--- src/design/mle_pkg.sv ---
`timescale 1ns / 1ps
// ----------------------------------------------------------------------------
// mle_pkg: shared types, constants and field arithmetic
// Widths of the payload fields, operation and register codes and the
// modular add/subtract/fold helpers for the prime 2^61-1.
// ----------------------------------------------------------------------------
package mle_pkg;

  localparam int OP_W    = 2;
  localparam int INDEX_W = 10;
  localparam int VALUE_W = 61;
  localparam int LOG_W   = 3;
  localparam int PADDR_W = 3;
  localparam int PDATA_W = 32;

  localparam int DEF_MAX_LOG_ROWS = 5;
  localparam int DEF_MAX_LOG_COLS = 5;

  localparam logic [VALUE_W-1:0] FIELD_P = {VALUE_W{1'b1}};

  typedef enum logic [OP_W-1:0] {
    OP_ENTRY = 2'd0,
    OP_ROW   = 2'd1,
    OP_COL   = 2'd2,
    OP_EVAL  = 2'd3
  } op_e;

  // register select, taken from paddr bit 2
  localparam logic REG_LOG_ROWS = 1'b0;
  localparam logic REG_LOG_COLS = 1'b1;

  typedef struct packed {
    logic busy;
    logic done;
  } mul_stat_t;

  // a + b mod P, both below P
  function automatic logic [VALUE_W-1:0] add_p(logic [VALUE_W-1:0] a,
                                               logic [VALUE_W-1:0] b);
    logic [VALUE_W:0] s;
    s = {1'b0, a} + {1'b0, b};
    if (s >= {1'b0, FIELD_P}) s = s - {1'b0, FIELD_P};
    return s[VALUE_W-1:0];
  endfunction

  // a - b mod P, both below P
  function automatic logic [VALUE_W-1:0] sub_p(logic [VALUE_W-1:0] a,
                                               logic [VALUE_W-1:0] b);
    logic [VALUE_W:0] s;
    if (a >= b) s = {1'b0, a} - {1'b0, b};
    else        s = {1'b0, a} + {1'b0, FIELD_P} - {1'b0, b};
    return s[VALUE_W-1:0];
  endfunction

  // fold a 64-bit value down to its residue below P
  function automatic logic [VALUE_W-1:0] fold64(logic [63:0] x);
    logic [VALUE_W:0] t;
    t = {1'b0, x[VALUE_W-1:0]} + {{(VALUE_W-2){1'b0}}, x[63:VALUE_W]};
    if (t >= {1'b0, FIELD_P}) t = t - {1'b0, FIELD_P};
    return t[VALUE_W-1:0];
  endfunction

endpackage

--- src/design/mle_mulmod.sv ---
`timescale 1ns / 1ps
// ----------------------------------------------------------------------------
// mle_mulmod: sequential multiplier modulo 2^61-1
// Four 31x31 partial products, one per cycle, each registered and then
// folded into the residue accumulator.
// ----------------------------------------------------------------------------
module mle_mulmod (
  input  logic                         clk_i,
  input  logic                         rst_ni,
  input  logic                         start_i,
  input  logic [mle_pkg::VALUE_W-1:0]  a_i,
  input  logic [mle_pkg::VALUE_W-1:0]  b_i,
  output logic [mle_pkg::VALUE_W-1:0]  result_o,
  output mle_pkg::mul_stat_t           stat_o
);
  import mle_pkg::*;

  localparam int HW = 31;

  logic [VALUE_W-1:0] a_q, b_q, acc_q;
  logic [1:0]         cnt_q, pk_q;
  logic               run_q, pv_q, done_q;
  logic [2*HW-1:0]    prod_q;
  logic [HW-1:0]      opx, opy;
  logic [63:0]        term;

  // operand halves for the current partial product
  always_comb begin
    opx = cnt_q[1] ? a_q[HW-1:0] : {1'b0, a_q[VALUE_W-1:HW]};
    opy = cnt_q[0] ? b_q[HW-1:0] : {1'b0, b_q[VALUE_W-1:HW]};
  end

  // weight each partial product: high*high by 2, cross terms by 2^31
  always_comb begin
    case (pk_q)
      2'd0:    term = {3'b0, prod_q[59:0], 1'b0};
      2'd1,
      2'd2:    term = {33'b0, prod_q[60:30]} + {3'b0, prod_q[29:0], 31'b0};
      default: term = {2'b0, prod_q};
    endcase
  end

  always_ff @(posedge clk_i or negedge rst_ni) begin
    if (!rst_ni) begin
      run_q  <= 1'b0;
      pv_q   <= 1'b0;
      done_q <= 1'b0;
      cnt_q  <= '0;
      pk_q   <= '0;
    end else begin
      done_q <= pv_q && (pk_q == 2'd3);
      pv_q   <= run_q;
      if (start_i) begin
        run_q <= 1'b1;
        cnt_q <= '0;
      end else if (run_q) begin
        pk_q  <= cnt_q;
        cnt_q <= cnt_q + 2'd1;
        if (cnt_q == 2'd3) run_q <= 1'b0;
      end
    end
  end

  // payload: operands, partial product, accumulator
  always_ff @(posedge clk_i) begin
    if (start_i) begin
      a_q   <= a_i;
      b_q   <= b_i;
      acc_q <= '0;
    end else if (pv_q) begin
      acc_q <= fold64({3'b0, acc_q} + term);
    end
    if (run_q) prod_q <= {1'b0, opx} * {1'b0, opy};
  end

  assign result_o    = acc_q;
  assign stat_o.busy = run_q | pv_q | done_q;
  assign stat_o.done = done_q;

endmodule

--- config.mk ---
export PLATFORM = sky130hd
export DESIGN_NAME = mle_mulmod
export DESIGN_NICKNAME = d
export VERILOG_FILES = /design/src/design/mle_pkg.sv /design/src/design/mle_mulmod.sv
export SDC_FILE = /design/constraint.sdc
export NUM_CORES = 2
export LEC_CHECK = 0
export BUFFER_PORTS_ARGS = -buffer_cell sky130_fd_sc_hd__buf_2
export CORE_ASPECT_RATIO = 2
export CORE_UTILIZATION = 65
export CTS_BUF_LIST = sky130_fd_sc_hd__clkbuf_2 sky130_fd_sc_hd__clkbuf_4 sky130_fd_sc_hd__clkbuf_8
export DETAILED_ROUTE_END_ITERATION = 7
export HOLD_SLACK_MARGIN = 0.06
export PLACE_DENSITY = 0.91
export SLEW_MARGIN = 30
export SYNTH_ARGS = -nofsm -noshare
export SYNTH_HDL_FRONTEND = slang
export SYNTH_SLANG_ARGS = --single-unit
--- constraint.sdc ---
create_clock -name clk_i -period 16.8 [get_ports clk_i]
set_input_delay 2.52 -clock clk_i [delete_from_list [all_inputs] [get_ports clk_i]]
set_output_delay 2.52 -clock clk_i [all_outputs]
set_load 0.1 [all_outputs]
==> results of run 1 <==
kinds of logic after synthesis:
kind of cell	after synthesis	share of synthesized area (%)
xor gates and xnor gates	151	2.81
DFF	252	14.7
AOI/OAI and AO/OA	697	10.0
muxes	128	2.89
buffers and inverters	1142	9.19
adders and majority gates	1162	44.2
and+or+nand+nor	1716	16.2
stage by stage:
stage / util, % / setup slack [ns] / instance area (µm²)
4_1_cts: 69.5 / 5.27 / 49900
2_1_floorplan: - / 7.23 / 47100
3_3_place_gp: 68.3 / 5.51 / 49100
3_5_place_dp: 68.4 / 5.26 / 49100
routing by layer:
metal  global-route usage (%)  GRT overflow
met1                     55.0             0
met2                     87.9            24
met3                     30.9             1
met4                     66.8            12
met5                     4.40             0
==> impl_metrics.py, run 1 <==
metrics = {
    "status": {
        "status": "did not finish",
        "haltStage": "global routing (5_1_grt)",
        "first-error": "[ERROR GRT-0116] Global routing finished with congestion. Check the congestion regions in the DRC Viewer.",
    },
    "synth": {
        "synth-seq-cells": 252,
        "ys_types": 98,
        "synth_ff_type": "edfxtp_1",
        "syn_area_um2": 47100,
        "ys_seq_area_share_pct": 14.7,
        "yosysWarnings": 0,
        "synth_area_leaders": "fa_1 (36%), edfxtp_1 (12%), ha_1 (8.6%)",
        "synth_common_cells": "inv_1 (888), fa_1 (839), nand2_1 (647)",
        "synth_cells": 5248,
        "synth_top_area_share_pct": 35.6,
        "synth_fp_nets": 6535,
        "synth_edf_count": 184,
        "synth-async-reset-ratio_pct": 2.78,
        "yosys.area.top_type": "fa_1",
        "yosysMostFrequentCell": "inv_1",
        "syn_area_per_cell_um2": 8.98,
    },
    "clock_tree": {
        "cts_made_buffers": 36,
        "cts_sinks": 252,
        "root_buffer": "clkbuf_8",
        "cts_max_path_buffers": 3,
        "postCtsSetupBuffers": 0,
        "cts_resized": 0,
        "cts_hold_buffers": 0,
        "cts.htree.levels": 2,
    },
    "placed_design": {
        "port_buffers": 187,
        "place_hpwl_um": 150000,
        "placed_cells": 6187,
        "gp_congestion": 1.16,
    },
    "die": {
        "start_util_pct": 65.6,
        "die_y_um": 383,
        "fp.dieW_um": 192,
        "num_io_pins": 188,
        "fp-row-count": 139,
    },
    "grt": {
        "grt_pass1_wl_um": 311000,
        "grt_usage_pct": 59.7,
        "grt_max_degree": 97,
        "grt_overflow": 37,
        "grt_pass1_vias": 47600,
    },
}
==> inputs of run 2 (changes only) <==
Settings changed: CORE_ASPECT_RATIO 2 to default, CORE_UTILIZATION 65 to 40, CTS_BUF_LIST sky130_fd_sc_hd__clkbuf_2 sky130_fd_sc_hd__clkbuf_4 sky130_fd_sc_hd__clkbuf_8 to default, HOLD_SLACK_MARGIN 0.06 to default, PLACE_DENSITY 0.91 to default, PLACE_DENSITY_LB_ADDON from default to 0.15.
==> run 2 against run 1 <==
Compared with the run above: the flow now finishes without violations; synthesized cell count is the same; area after synthesis did not move.
==> impl_metrics.py, run 2 <==
metrics = {
    "status": {
        "status": "completed",
    },
    "setup_path": {
        "crit_required_ns": 17.24,
        "critPathKind": "reg -> reg",
        "cp_max_fo": 31,
        "critical_path.startpoint": "pk_q[0]",
        "slowest_stage": "ha_2",
        "start_kind": "flip-flop",
        "critPathArrivalTime_ns": 12.05,
        "rr_startpoint": "pk_q[0]",
        "crit_family": "compound AO/OA/AOI/OAI gates",
        "crit_buf_inv": 6,
        "endpoint_kind": "flip-flop",
        "cpPeakStageDelay_ns": 0.60,
    },
    "grt": {
        "grt_pass1_vias": 38700,
        "grt_max_degree": 69,
        "grt_usage_pct": 28.9,
        "antenna_found_initial": 2,
        "grt_pass1_wl_um": 254000,
        "grt_overflow": 0,
    },
    "die": {
        "num_io_pins": 188,
        "fp.coreArea_um2": 117000,
        "die_area_um2": 119000,
        "die_y_um": 345,
        "start_util_pct": 40.4,
        "fp.dieW_um": 345,
        "fp-row-count": 125,
    },
    "sta": {
        "finalClockSkew_ns": 0.0511,
        "layout_min_cycle_time_ns": 11.61,
        "tns_ns": 0,
        "fmax_ghz": 0.0861,
        "fin_hold_ws_ns": 0.510,
        "period_share_pct": 69.1,
        "hold_viol": 0,
        "setup_violations": 0,
        "final_max_slew_viol_count": 0,
        "worst_pin_slew_ns": 1.03,
        "grt_setup_unrepaired": "no",
        "slew_headroom_pct": 31.1,
    },
    "clock_tree": {
        "cts_hold_buffers": 0,
        "root_buffer": "clkbuf_16",
        "cts_max_path_buffers": 3,
        "cts_tree": "yes",
        "clk_pin_slew_ns": 0.06,
        "cts_made_buffers": 35,
        "cts_resized": 0,
        "cts.htree.levels": 2,
        "postCtsSetupBuffers": 0,
        "cts_sinks": 252,
        "clk_latency_ns": 0.63,
    },
    "detailed_routing": {
        "wl_um": 171000,
        "viasPerCell": 5.54,
        "vias": 38000,
        "drt_iter0_markers": 3179,
        "wl_per_cell_um": 24.9,
        "remaining_drc_errors": 0,
        "dr.pass1.iters": 6,
        "postRouteAntennaNets": 0,
    },
    "placed_design": {
        "place_hpwl_um": 137000,
        "port_buffers": 187,
        "gp_congestion": 0.966,
    },
    "synth": {
        "synth_common_cells": "inv_1 (888), fa_1 (839), nand2_1 (647)",
        "syn_area_per_cell_um2": 8.98,
        "syn_area_um2": 47100,
        "synth_cells": 5248,
        "synth_edf_count": 184,
        "synth-async-reset-ratio_pct": 2.78,
        "synth_top_area_share_pct": 35.6,
        "yosys.area.top_type": "fa_1",
        "ys_seq_area_share_pct": 14.7,
        "yosysWarnings": 0,
        "synth_fp_nets": 6535,
        "synth_area_leaders": "fa_1 (36%), edfxtp_1 (12%), ha_1 (8.6%)",
        "yosysMostFrequentCell": "inv_1",
        "synth-seq-cells": 252,
        "synth_ff_type": "edfxtp_1",
        "ys_types": 98,
    },
    "final_layout": {
        "layout_commonest_cell": "inv_1",
        "num-fill-cells": 11600,
        "largest-register": "prod_q",
        "layout_common_cells": "inv_1 (888), fa_1 (839), nand2_1 (647)",
        "largest_reg_flops": 62,
        "nets": 6596,
        "drive_gt1_share_pct": 9.45,
        "area_growth_pct": 8.58,
    },
    "min_path": {
        "hold_path.class": "reg -> reg",
        "hp-start": "result_o[16]",
    },
    "job": {
        "cap_violations": 0,
    },
}
==> run 2: area by class of cell <==
cell class / count / area, µm² / share of cell area (%)
clock buffer: 47 / 993 / 1.94
clock inverter: 16 / 219 / 0.428
sequential: 252 / 6930 / 13.5
tap: 1524 / 1910 / 3.73
inverter: 888 / 3330 / 6.52
timing repair buffer: 278 / 1650 / 3.23
multi-input combinational: 3854 / 36100 / 70.6
antenna: 2 / 5.00 / 0.00978
==> run 2: per-layer routing <==
| metal | wire length, µm | part of all wire [%] | track usage (%) | vias to the layer above |
|---|---|---|---|---|
| li1 | - | - | - | 16900 |
| met1 | 73200 | 43 | 39.7 | 19200 |
| met2 | 76200 | 45 | 45.2 | 1552 |
| met3 | 13800 | 8.1 | 5.37 | 279 |
| met4 | 7510 | 4.4 | 11.2 | 2 |
| met5 | 13 | 0.0076 | 0 | - |
==> run 2: worst register-to-register path: cells and delay by family (launching register included) <==
family,cells,cell delay [ns]
AOI/OAI and AO/OA,19,5.09
xor gates and xnor gates,1,0.19
adders and majority gates,4,1.58
buffers and inverters,6,1.58
DFF,1,0.43
muxes,1,0.40
and+or+nand+nor,6,2.19
==> run 2: worst paths after layout <==
check / to / slack (ns) / cells after the start
worst max-delay path: result_o[17] / 5.19 / 37
worst min register to register: result_o[16] / 0.51 / 2
worst max register to register: result_o[17] / 5.19 / 37
max in group asynchronous: cnt_q[0] / 14.73 / 1
min in group asynchronous: done_q / 1.81 / 1
worst min-delay path: result_o[16] / 0.51 / 2
==> run 2: cell families (layout without fill, tap and decap cells) <==
group	after synthesis	after routing	share of synthesized area (%)
buffers and inverters	1142	1229	9.19
AOI/OAI and AO/OA	697	697	10.0
muxes	128	128	2.89
and+or+nand+nor	1716	1716	16.2
DFF	252	252	14.7
adders and majority gates	1162	1162	44.2
xor gates and xnor gates	151	151	2.81
other	0	2	0
==> run 2: through the flow <==
stage	std cells	worst slack [ns]	utilization (%)	instance area, µm²
CTS	6857	5.27	43.9	51100
global placement	6794	5.45	42.8	49900
detailed placement	6794	5.29	42.8	49900
global route	6859	4.61	43.9	51200
floorplan	5248	7.23	-	47100
finish	6861	5.19	43.9	51200
Power of run 2 is not shown: default switching activity piles up to over one toggle a cycle in this logic, so the estimate is an artifact.
